`src/fdc_pkg.sv`:
```
package fdc_pkg;

   // Table and attribute geometry.
   localparam int MAX_DEPENDENCIES = 16;
   localparam int ATTRIBUTE_COUNT  = 52;
   localparam int DEP_IDX_W        = (MAX_DEPENDENCIES > 1) ? $clog2(MAX_DEPENDENCIES) : 1;
   localparam int DEP_CNT_W        = $clog2(MAX_DEPENDENCIES + 1);

   // Field widths of the channels.
   localparam int ENTRY_INDEX_W = 4;
   localparam int COUNT_FIELD_W = 5;

   // Request command codes.
   localparam logic CMD_LOAD  = 1'b0;
   localparam logic CMD_QUERY = 1'b1;

   typedef logic [ATTRIBUTE_COUNT-1:0] attr_mask_type;

   // One dependency as stored in the table memory.
   typedef struct packed {
      attr_mask_type left_mask;
      attr_mask_type right_mask;
   } dep_entry_type;

   // Write port of the table memory.
   typedef struct packed {
      logic           en;
      logic [DEP_IDX_W-1:0] addr;
      dep_entry_type  entry;
   } ram_wr_type;

   // Sequencer status seen by the top level.
   typedef struct packed {
      logic          scanning;
      logic          done;
      attr_mask_type closure;
   } eng_status_type;

   typedef enum logic [1:0] {
      FDC_IDLE,
      FDC_SCAN,
      FDC_DONE
   } fdc_state_type;

endpackage

```
`src/fdc_req_if.sv`:
```
interface fdc_req_if import fdc_pkg::*; ();
   logic                       valid;
   logic                       ready;
   logic                       command;
   logic [ENTRY_INDEX_W-1:0]   entry_index;
   logic [ATTRIBUTE_COUNT-1:0] left_mask;
   logic [ATTRIBUTE_COUNT-1:0] right_mask;
   logic [ATTRIBUTE_COUNT-1:0] start_mask;

   modport source (
      output valid, command, entry_index, left_mask, right_mask, start_mask,
      input  ready
   );
   modport sink (
      input  valid, command, entry_index, left_mask, right_mask, start_mask,
      output ready
   );
endinterface

```
`src/fdc_rsp_if.sv`:
```
interface fdc_rsp_if import fdc_pkg::*; ();
   logic                       valid;
   logic                       ready;
   logic [ATTRIBUTE_COUNT-1:0] closure_mask;

   modport source (
      output valid, closure_mask,
      input  ready
   );
   modport sink (
      input  valid, closure_mask,
      output ready
   );
endinterface

```
`src/fdc_csr_if.sv`:
```
interface fdc_csr_if import fdc_pkg::*; ();
   logic                     valid;
   logic                     ready;
   logic [COUNT_FIELD_W-1:0] dependency_count;

   modport source (
      output valid, dependency_count,
      input  ready
   );
   modport sink (
      input  valid, dependency_count,
      output ready
   );
endinterface

```
`src/fdc_dep_ram.sv`:
```
module fdc_dep_ram import fdc_pkg::*; (
   input  logic                 clock,
   input  ram_wr_type           ram_wr,
   input  logic [DEP_IDX_W-1:0] rd_addr,
   output dep_entry_type        rd_data_ff
);

   dep_entry_type dep_mem_ff [MAX_DEPENDENCIES];

   // Single write port.
   always_ff @(posedge clock) begin
      if (ram_wr.en) begin
         dep_mem_ff[ram_wr.addr] <= ram_wr.entry;
      end
   end

   // Registered read port.
   always_ff @(posedge clock) begin
      rd_data_ff <= dep_mem_ff[rd_addr];
   end

endmodule

```
`src/fdc_closure_seq.sv`:
```
module fdc_closure_seq import fdc_pkg::*; (
   input  logic                     clock,
   input  logic                     reset,
   input  logic                     req_valid,
   output logic                     req_ready,
   input  logic                     req_command,
   input  logic [ENTRY_INDEX_W-1:0] req_entry_index,
   input  attr_mask_type            req_left_mask,
   input  attr_mask_type            req_right_mask,
   input  attr_mask_type            req_start_mask,
   input  logic [DEP_CNT_W-1:0]     dep_count,
   input  logic                     slot_free,
   output ram_wr_type               ram_wr,
   output logic [DEP_IDX_W-1:0]     rd_addr,
   input  dep_entry_type            rd_data,
   output eng_status_type           eng_stat
);

   fdc_state_type        state_ff, state_in;
   logic [DEP_IDX_W-1:0] entry_ff, entry_in;
   logic                 changed_ff, changed_in;
   attr_mask_type        cur_ff, cur_in;

   logic                 fire;
   logic                 last;
   logic [DEP_IDX_W-1:0] next_idx;
   attr_mask_type        grown;

   // Control registers.
   always_ff @(posedge clock) begin
      if (reset) begin
         state_ff <= FDC_IDLE;
      end else begin
         state_ff <= state_in;
      end
   end

   // Scan position and the closure being built.
   always_ff @(posedge clock) begin
      entry_ff   <= entry_in;
      changed_ff <= changed_in;
      cur_ff     <= cur_in;
   end

   // The entry read last cycle fires when its left side lies within the closure.
   assign fire     = (rd_data.left_mask & ~cur_ff) == '0;
   assign grown    = fire ? (cur_ff | rd_data.right_mask) : cur_ff;
   assign last     = (DEP_CNT_W'(entry_ff) + DEP_CNT_W'(1)) == dep_count;
   assign next_idx = last ? '0 : entry_ff + DEP_IDX_W'(1);

   // Next state, memory accesses and request handshake.
   always_comb begin
      state_in   = state_ff;
      entry_in   = entry_ff;
      changed_in = changed_ff;
      cur_in     = cur_ff;
      req_ready  = 1'b0;
      ram_wr     = '0;
      rd_addr    = entry_ff;
      case (state_ff)
         FDC_IDLE: begin
            req_ready = 1'b1;
            if (req_valid) begin
               if (req_command == CMD_LOAD) begin
                  // Loads beyond the table are dropped.
                  ram_wr.en    = 32'(req_entry_index) < 32'(MAX_DEPENDENCIES);
                  ram_wr.addr  = DEP_IDX_W'(req_entry_index);
                  ram_wr.entry = '{left_mask: req_left_mask, right_mask: req_right_mask};
               end else begin
                  cur_in     = req_start_mask;
                  entry_in   = '0;
                  changed_in = 1'b0;
                  rd_addr    = '0;
                  state_in   = (dep_count == '0) ? FDC_DONE : FDC_SCAN;
               end
            end
         end
         FDC_SCAN: begin
            cur_in   = grown;
            rd_addr  = next_idx;
            entry_in = next_idx;
            if (last) begin
               // A pass that added nothing ends the query.
               changed_in = 1'b0;
               if (!changed_ff && (grown == cur_ff)) begin
                  state_in = FDC_DONE;
               end
            end else begin
               changed_in = changed_ff | (grown != cur_ff);
            end
         end
         FDC_DONE: begin
            if (slot_free) begin
               state_in = FDC_IDLE;
            end
         end
         default: begin
            state_in = FDC_IDLE;
         end
      endcase
   end

   assign eng_stat.scanning = state_ff == FDC_SCAN;
   assign eng_stat.done     = state_ff == FDC_DONE;
   assign eng_stat.closure  = cur_ff;

endmodule

```
`src/functional_dependency_closure.sv`:
```
// Channel    Port      Moves                                               Handshake
// request    req_chan  load (entry_index, left_mask, right_mask) or query   valid/ready
// result     rsp_chan  closure_mask, one per query                         valid/ready
// register   csr_chan  dependency_count                                    valid/ready
//
// A query scans the table in passes, at most count + 1 of them, where count is
// dependency_count: the table memory's single read port delivers one dependency
// per cycle, and a pass with no growth ends the query.
// Synchronous active-high reset clears the control state and sets dependency_count
// to zero; the table memory holds no reset value and needs no clearing pass.
// A finished closure waits in the output register while loads keep being taken.
module functional_dependency_closure import fdc_pkg::*; (
   input logic     clock,
   input logic     reset,
   fdc_req_if.sink   req_chan,
   fdc_rsp_if.source rsp_chan,
   fdc_csr_if.sink   csr_chan
);

   logic [DEP_CNT_W-1:0] dep_count_ff, dep_count_in;
   logic                 rsp_valid_ff, rsp_valid_in;
   attr_mask_type        closure_ff, closure_in;

   logic                 slot_free;
   ram_wr_type           ram_wr;
   logic [DEP_IDX_W-1:0] rd_addr;
   dep_entry_type        rd_data;
   eng_status_type       eng_stat;

   // Dependency count register, saturated to the table depth.
   assign csr_chan.ready = 1'b1;

   always_comb begin
      dep_count_in = dep_count_ff;
      if (csr_chan.valid) begin
         if (32'(csr_chan.dependency_count) > 32'(MAX_DEPENDENCIES)) begin
            dep_count_in = DEP_CNT_W'(MAX_DEPENDENCIES);
         end else begin
            dep_count_in = DEP_CNT_W'(csr_chan.dependency_count);
         end
      end
   end

   // Output register between the sequencer and the result channel.
   assign slot_free = !rsp_valid_ff || rsp_chan.ready;

   always_comb begin
      rsp_valid_in = rsp_valid_ff;
      closure_in   = closure_ff;
      if (eng_stat.done && slot_free) begin
         rsp_valid_in = 1'b1;
         closure_in   = eng_stat.closure;
      end else if (rsp_chan.ready) begin
         rsp_valid_in = 1'b0;
      end
   end

   always_ff @(posedge clock) begin
      if (reset) begin
         dep_count_ff <= '0;
         rsp_valid_ff <= 1'b0;
      end else begin
         dep_count_ff <= dep_count_in;
         rsp_valid_ff <= rsp_valid_in;
      end
   end

   always_ff @(posedge clock) begin
      closure_ff <= closure_in;
   end

   assign rsp_chan.valid        = rsp_valid_ff;
   assign rsp_chan.closure_mask = closure_ff;

   // Dependency table memory.
   fdc_dep_ram u_dep_ram (
      .clock      (clock),
      .ram_wr     (ram_wr),
      .rd_addr    (rd_addr),
      .rd_data_ff (rd_data)
   );

   // Closure sequencer.
   fdc_closure_seq u_closure_seq (
      .clock           (clock),
      .reset           (reset),
      .req_valid       (req_chan.valid),
      .req_ready       (req_chan.ready),
      .req_command     (req_chan.command),
      .req_entry_index (req_chan.entry_index),
      .req_left_mask   (req_chan.left_mask),
      .req_right_mask  (req_chan.right_mask),
      .req_start_mask  (req_chan.start_mask),
      .dep_count       (dep_count_ff),
      .slot_free       (slot_free),
      .ram_wr          (ram_wr),
      .rd_addr         (rd_addr),
      .rd_data         (rd_data),
      .eng_stat        (eng_stat)
   );

`ifndef SYNTHESIS
   // A query holds off further requests in the next cycle.
   a_query_blocks: assert property (@(posedge clock) disable iff (reset)
      (req_chan.valid && req_chan.ready && req_chan.command == CMD_QUERY)
      |=> !req_chan.ready)
      else $error("request taken right after a query");

   // A result appears only after the sequencer finished a query.
   a_result_source: assert property (@(posedge clock) disable iff (reset)
      $rose(rsp_chan.valid) |-> $past(eng_stat.done))
      else $error("result without a finished query");

   // The closure never loses an attribute while scanning.
   a_closure_grows: assert property (@(posedge clock) disable iff (reset)
      (eng_stat.scanning && $past(eng_stat.scanning))
      |-> (($past(eng_stat.closure) & ~eng_stat.closure) == '0))
      else $error("closure lost an attribute");
`endif

endmodule
```
`src/flat_wrapper.sv`:
```
// flat-port wrapper written by rule: the top's interface ports become plain ports
module functional_dependency_closure_flat import fdc_pkg::*;
  (clock, reset, req_chan_valid, req_chan_command, req_chan_entry_index, req_chan_left_mask, req_chan_right_mask, req_chan_start_mask, req_chan_ready, rsp_chan_valid, rsp_chan_closure_mask, rsp_chan_ready, csr_chan_valid, csr_chan_dependency_count, csr_chan_ready);
  fdc_req_if req_chan_i ();
  fdc_rsp_if rsp_chan_i ();
  fdc_csr_if csr_chan_i ();
  input logic clock;
  input logic reset;
  input wire logic [$bits(req_chan_i.valid)-1:0] req_chan_valid;
  input wire logic [$bits(req_chan_i.command)-1:0] req_chan_command;
  input wire logic [$bits(req_chan_i.entry_index)-1:0] req_chan_entry_index;
  input wire logic [$bits(req_chan_i.left_mask)-1:0] req_chan_left_mask;
  input wire logic [$bits(req_chan_i.right_mask)-1:0] req_chan_right_mask;
  input wire logic [$bits(req_chan_i.start_mask)-1:0] req_chan_start_mask;
  output wire logic [$bits(req_chan_i.ready)-1:0] req_chan_ready;
  output wire logic [$bits(rsp_chan_i.valid)-1:0] rsp_chan_valid;
  output wire logic [$bits(rsp_chan_i.closure_mask)-1:0] rsp_chan_closure_mask;
  input wire logic [$bits(rsp_chan_i.ready)-1:0] rsp_chan_ready;
  input wire logic [$bits(csr_chan_i.valid)-1:0] csr_chan_valid;
  input wire logic [$bits(csr_chan_i.dependency_count)-1:0] csr_chan_dependency_count;
  output wire logic [$bits(csr_chan_i.ready)-1:0] csr_chan_ready;
  assign req_chan_i.valid = req_chan_valid;
  assign req_chan_i.command = req_chan_command;
  assign req_chan_i.entry_index = req_chan_entry_index;
  assign req_chan_i.left_mask = req_chan_left_mask;
  assign req_chan_i.right_mask = req_chan_right_mask;
  assign req_chan_i.start_mask = req_chan_start_mask;
  assign req_chan_ready = req_chan_i.ready;
  assign rsp_chan_valid = rsp_chan_i.valid;
  assign rsp_chan_closure_mask = rsp_chan_i.closure_mask;
  assign rsp_chan_i.ready = rsp_chan_ready;
  assign csr_chan_i.valid = csr_chan_valid;
  assign csr_chan_i.dependency_count = csr_chan_dependency_count;
  assign csr_chan_ready = csr_chan_i.ready;
  functional_dependency_closure u_core (.clock(clock), .reset(reset), .req_chan(req_chan_i), .rsp_chan(rsp_chan_i), .csr_chan(csr_chan_i));
endmodule
```
`config.mk`:
```
export PLATFORM = sky130hd
export DESIGN_NAME = functional_dependency_closure_flat
export DESIGN_NICKNAME = d
export VERILOG_FILES = /design/src/fdc_pkg.sv /design/src/fdc_req_if.sv /design/src/fdc_rsp_if.sv /design/src/fdc_csr_if.sv /design/src/fdc_dep_ram.sv /design/src/fdc_closure_seq.sv /design/src/functional_dependency_closure.sv /design/src/flat_wrapper.sv
export SDC_FILE = /design/constraint.sdc
export NUM_CORES = 2
export LEC_CHECK = 0
export BUFFER_PORTS_ARGS = -buffer_cell sky130_fd_sc_hd__buf_4
export CORE_ASPECT_RATIO = 0.75
export CORE_MARGIN = 5
export CORE_UTILIZATION = 55
export CTS_CLUSTER_DIAMETER = 100
export DETAILED_ROUTE_END_ITERATION = 8
export GPL_ROUTABILITY_DRIVEN = 0
export GPL_TIMING_DRIVEN = 0
export PLACE_DENSITY = 0.74
export REMOVE_ABC_BUFFERS = 1
export SYNTH_ARGS = -nofsm -noshare
export SYNTH_HDL_FRONTEND = slang
export SYNTH_SLANG_ARGS = --single-unit
```
`constraint.sdc`:
```
create_clock -name clock -period 13.1 [get_ports clock]
set_clock_uncertainty 0.1 [all_clocks]
set_input_delay 0.655 -clock clock [delete_from_list [all_inputs] [get_ports clock]]
set_output_delay 0.655 -clock clock [all_outputs]
set_load 0.005 [all_outputs]
```
# Word level (Yosys, flattened, before mapping)
# Memory sizes are Yosys's and may differ from the RTL's. A register that Yosys moved wholly into a read port is not among the register bits.
# Cells that the tools add are included.
# word_totals
register_bits	117
latchBits	0
ramBits	1664
mem_bits_ro	0
out_inout_bits	55
wordCells	65
memories	1
# memory_table
name	depth	width	rd	rd_ports_with_merged_regs	write_ports	line	text
u_core.u_dep_ram.dep_mem_ff	16	104	1	1	1	fdc_dep_ram.sv:8	dep_entry_type dep_mem_ff [MAX_DEPENDENCIES];
# classes
add_sub_neg	2
n_mul	0
div_mod_pow	0
magnitude_cmp	1
n_eq_ne	10
n_shift	0
muxes	28
bitwise	4
reduce_logical	12
# op_table
cell	count
$mux W109	3
$mux W52	3
$pmux W52 S2	1
$and A52 B52 Y52	1
$eq A52 B52 Y1	1
$logic_not A52 Y1	1
$ne A52 B52 Y1	1
$not A52 Y52	1
$or A52 B52 Y52	1
$mux W2	6
$mux W4	3
$mux W1	8
$ne A2 B2 Y1 const B	4
$pmux W4 S2	1
$pmux W2 S3	1
$add A4 B1 Y5 const B	1
$eq A5 B5 Y1	1
$gt A5 B5 Y1 const B	1
$logic_not A5 Y1	1
$mux W5	1
$reduce_and A5 Y1	1
$add A4 B1 Y4 const B	1
$reduce_bool A2 Y1	2
$reduce_and A3 Y1	1
9 further kinds	11

# Depth between registers and ports, before layout
# logic_depth
ltp_word	9
ltp_mapped	12
depth_no_buf	9

# Hierarchy
# From an unflattened synthesis, not the netlist that was laid out.
# hier_totals
hier_cells	3277
hier_area_um2	70580.2
# modules_own_cells
module	instances	cells_per_inst	area_each_um2	seq_area_each_um2
fdc_dep_ram	1	2662	64261.6	52049.9
fdc_closure_seq	1	536	4504.3	1711.6
functional_dependency_closure	1	79	1814.2	1681.6

# Worst setup path before layout
# No wires, ideal clock.
# synth_timing
path_type	input -> register
startpoint	input port req_chan_command
endpoint	memory u_core.u_dep_ram.dep_mem_ff[1][0] (netlist name), enable pin
setup_time_ps	696
t_arrival_ps	8913
required_ps	12304
slack_ps	3391
path_stages	4
n_path_buf	1
cell_sequence	nor4b_1 > clkbuf_1 > nand3b_1 > nor3_1
# synth_between
elab_chain_cells	5
# synth_lines
element	line	text
from (decl)	flat_wrapper.sv:10	input wire logic [$bits(req_chan_i.command)-1:0] req_chan_command;
$mux W109 (*)	fdc_closure_seq.sv:64	if (req_command == CMD_LOAD) begin
$mux W109 (*)	fdc_closure_seq.sv:63	if (req_valid) begin
$mux W109 (*)	fdc_closure_seq.sv:60	case (state_ff)
$mux W1	fdc_dep_ram.sv:12	if (ram_wr.en) begin
$mux W1 (not written as such)	fdc_dep_ram.sv:13	dep_mem_ff[ram_wr.addr] <= ram_wr.entry;
to (decl)	fdc_dep_ram.sv:8	
# Every way passes the cells marked *; elsewhere a longest branch is shown, timed or not.

# Worst setup path after layout
# layout_timing
startpoint	register u_core.u_closure_seq.entry_ff[0]
endpoint	register, netlist name u_core.u_dep_ram.rd_data_ff[1]
# layout_between
elab_chain_cells	4
word_cells_on_any_way	7
# layout_lines
element	line	text
from (decl)	fdc_closure_seq.sv:20	logic [DEP_IDX_W-1:0] entry_ff, entry_in;
from (signal assigned)	fdc_closure_seq.sv:40	entry_ff <= entry_in;
$add A4 B1 Y5	fdc_closure_seq.sv:48	assign last = (DEP_CNT_W'(entry_ff) + DEP_CNT_W'(1)) == dep_count;
$eq A5 B5 Y1	fdc_closure_seq.sv:48	
$mux W4	fdc_closure_seq.sv:49	assign next_idx = last ? '0 : entry_ff + DEP_IDX_W'(1);
$pmux W4 S2 (*)	fdc_closure_seq.sv:60	
# Marked as above.
# A chain may end at the register's enable or synchronous reset.

==> results.yml <==
run_status:
  status: "finished clean"
floorplanning:
  core_area_sq_um: 136000
  io-pin-count: 226
  die_h_um: 331
  fp.dieW_um: 438
  dieArea_sq_um: 145000
  initial_utilization: 0.555
  std_cell_rows: 117
critical_path:
  reg2reg_from: "u_core.u_closure_seq.entry_ff[0]"
  critPathRequiredTime_ns: 13.70
  arrival_ns: 6.02
  cp_max_fo: 112
  cp-end-kind: "flip-flop"
  critical_path_class: "flip-flop to flip-flop"
  worstReg2RegEnd: "u_core.u_dep_ram.rd_data_ff[1]"
  start_kind: "flip-flop"
  rrSetupSlack_ns: 7.68
  worst_r2r_path_depth: 13
drt:
  routedWlPerCell_um: 30.1
  met1Wirelength_um: 78000
  dr.pass1.iters: 6
  dr_wl_met2_um: 102000
  dr.max_layer_used: "met5"
  vias: 48300
  wl_met3_um: 21500
  ant_nets: 0
  drtIter0Drc: 6774
  wl_um: 213000
  avgViaCountPerCell: 6.82
  drcViolationCount: 0
sta:
  post-route-min-period_ns: 5.42
  max_slew_margin: 0.132
  hold_violations: 0
  worst_hold_slack_ns: 0.0367
  setup-tns-final_ns: 0
  slew_violations: 0
  tightest_slew_ns: 1.27
  period_share: 0.414
  setup_viol: 0
  fmax_mhz: 185
  rsz0062_at_grt: "no"
placed_design:
  placed_cells: 6739
  dp_hpwl_um: 128000
  post_dp_cell_area_sq_um: 82200
  numPortBuffers: 224
worst_hold_path:
  worstHoldStart: "req_chan_start_mask[10]"
  hold_path.class: "primary input to flip-flop"
  holdPathEnd: "u_core.u_closure_seq.cur_ff[10]"
  min_path_cells: 3
power_and_ir_drop:
  power_leakage_nw: 29.5
  ir_worst_vdd_mv: 0.163
  total_power_mw: 15.2
  power.density_nw_per_um2: 172
synth:
  yosys.area.top_type_share: 0.704
  ys_types: 64
  yosysSeqAreaShare: 0.735
  synthTopCellsByArea: "edfxtp_1, a221oi_1, and2_1"
  syn_area_sq_um: 75400
  synth-async-reset-ratio: 0
  syn_inst: 4921
  synth_area_per_cell_sq_um: 15.3
  synthTopCellsByCount: "edfxtp_1, and2_1, a221oi_1, clkbuf_1, a211oi_1"
  ys_seq_elements: 1885
  yosysMostFrequentCell: "edfxtp_1"
  yosys.area.top_type: "edfxtp_1"
  synth-edff-count: 1769
  synth_ff_type: "edfxtp_1"
  yosys_warnings: 0
clock_network:
  cts.htree.levels: 4
  root_buffer: "clkbuf_16"
  cts_buffer_depth: 3
  cts.sinks: 1885
  clock_latency_ns: 0.80
  path_clk_slew_ns: 0.07
  tritoncts: "built"
  cts_resized: 0
  numCtsBuffers: 176
global_route:
  overflow: 0
  antenna_found_initial: 9
  grt_max_degree: 158
  grt_usage: 0.288
  grt_pass1_wl_um: 310000
  grt_pass1_vias: 46700
flow_run:
  max_cap_viol_count: 0
cells_and_area:
  area_growth_pct: 16.8
  fin_nets: 5313
  drive_above_1_share: 0.147
  fillers: 9005
  final_area_sq_um: 88100
  instances_no_fill: 7078
-- layer usage --
layer,up-vias,GRT usage
li1,20300,-
met1,24300,0.383
met2,3130,0.463
met3,545,0.0559
met4,4,0.137
met5,-,0
-- cells in the final DEF, fill, tap and decap left out, types with 34 or more instances in the layout --
master,n
buf_8,40
nand2_1,59
edfxtp_1,1769
a221oi_1,520
a211oi_1,310
buf_16,53
and2_1,626
buf_6,61
nand3_1,209
o32a_1,103
nor2b_1,53
buf_4,242
a21oi_1,269
o21ai_0,53
o31ai_1,103
dfxtp_1,116
clkinv_2,34
clkbuf_16,182
buf_12,83
mux2i_1,109
clkbuf_1,35
-- flip-flops by register name, indices dropped and copies added, names as in the netlist --
name,cells
u_core.rsp_chan.valid,1
u_core.u_closure_seq.state_ff,2
u_core.u_dep_ram.dep_mem_ff,1664
u_core.u_dep_ram.rd_data_ff,104
u_core.u_closure_seq.entry_ff,4
u_core.u_closure_seq.cur_ff,52
u_core.dep_count_ff,5
u_core.u_closure_seq.changed_ff,1
u_core.rsp_chan.closure_mask,52
-- worst max-delay path by stage --
stage | startpoint | endpoint | slack [ns] | cells after the start
2_1_floorplan | req_chan_command | u_core.u_closure_seq.entry_ff[0] | -18.12 | 4
3_3_place_gp | req_chan_command | u_core.u_closure_seq.entry_ff[0] | -73.87 | 5
3_5_place_dp | u_core.u_closure_seq.entry_ff[0] | u_core.u_dep_ram.rd_data_ff[73] | 7.95 | 13
4_1_cts | u_core.u_closure_seq.entry_ff[0] | u_core.u_dep_ram.rd_data_ff[11] | 7.91 | 13
5_1_grt | u_core.u_closure_seq.entry_ff[0] | u_core.u_dep_ram.rd_data_ff[11] | 7.56 | 13
6_report | u_core.u_closure_seq.entry_ff[0] | u_core.u_dep_ram.rd_data_ff[1] | 7.68 | 13
-- worst max-delay path, cell delays in order, from the launching register on --
cell	delay, ns
dfxtp_1	0.64
ha_1	0.41
nand3b_1	0.15
a221o_1	0.43
a211oi_4	0.38
a211oi_2	0.11
a21oi_4	0.71
buf_16	0.26
buf_12	0.21
buf_12	0.22
inv_8	0.25
buf_16	0.41
a211oi_1	0.41
o32a_1	0.34
-- what timing repair did --
action                                 4_1_cts  5_1_grt
hold buffers                                 9        0
buffers inserted                             0        0
endpoints found under the hold margin       14        0
setup endpoints to repair                    0        0
-- through the flow --
stage,setup slack [ns],util
2_1_floorplan,-18.12,-
3_5_place_dp,7.95,0.605
5_1_grt,7.56,0.648
4_1_cts,7.91,0.648
6_report,7.68,0.648
3_3_place_gp,-73.87,0.570
-- area by class of cell --
class / count / area, sq um / share of cell area
inverters: 32 / 138 / 0.00156
flip-flops and latches: 1885 / 55400 / 0.629
diodes: 2 / 5.00 / 0.0000568
repair buffers: 490 / 6320 / 0.0718
clock inverters: 93 / 827 / 0.00939
multi-input cells: 2556 / 18200 / 0.206
clock buffers: 235 / 4930 / 0.0560
well taps: 1785 / 2230 / 0.0254
-- logic make-up (layout without fill, tap and decap cells) --
logic type | count (synthesis) | after routing | share of synthesized area
mux | 109 | 109 | 0.0145
flops | 1885 | 1885 | 0.735
compound gates | 1411 | 1411 | 0.143
other cells | 1 | 3 | 0.0000497
xor+xnor | 6 | 6 | 0.00108
buf+inv | 480 | 850 | 0.0263
fa+ha+maj | 1 | 1 | 0.000166
simple gates | 1028 | 1028 | 0.0795
-- report_power, final --
group          switching (mW)  internal (mW)  leakage, nW
Sequential              0.172           6.83         17.8
Clock                    2.22           2.89         2.84
Combinational            1.88           1.18         8.83
No activity file was read; power rests on OpenSTA's default activity.
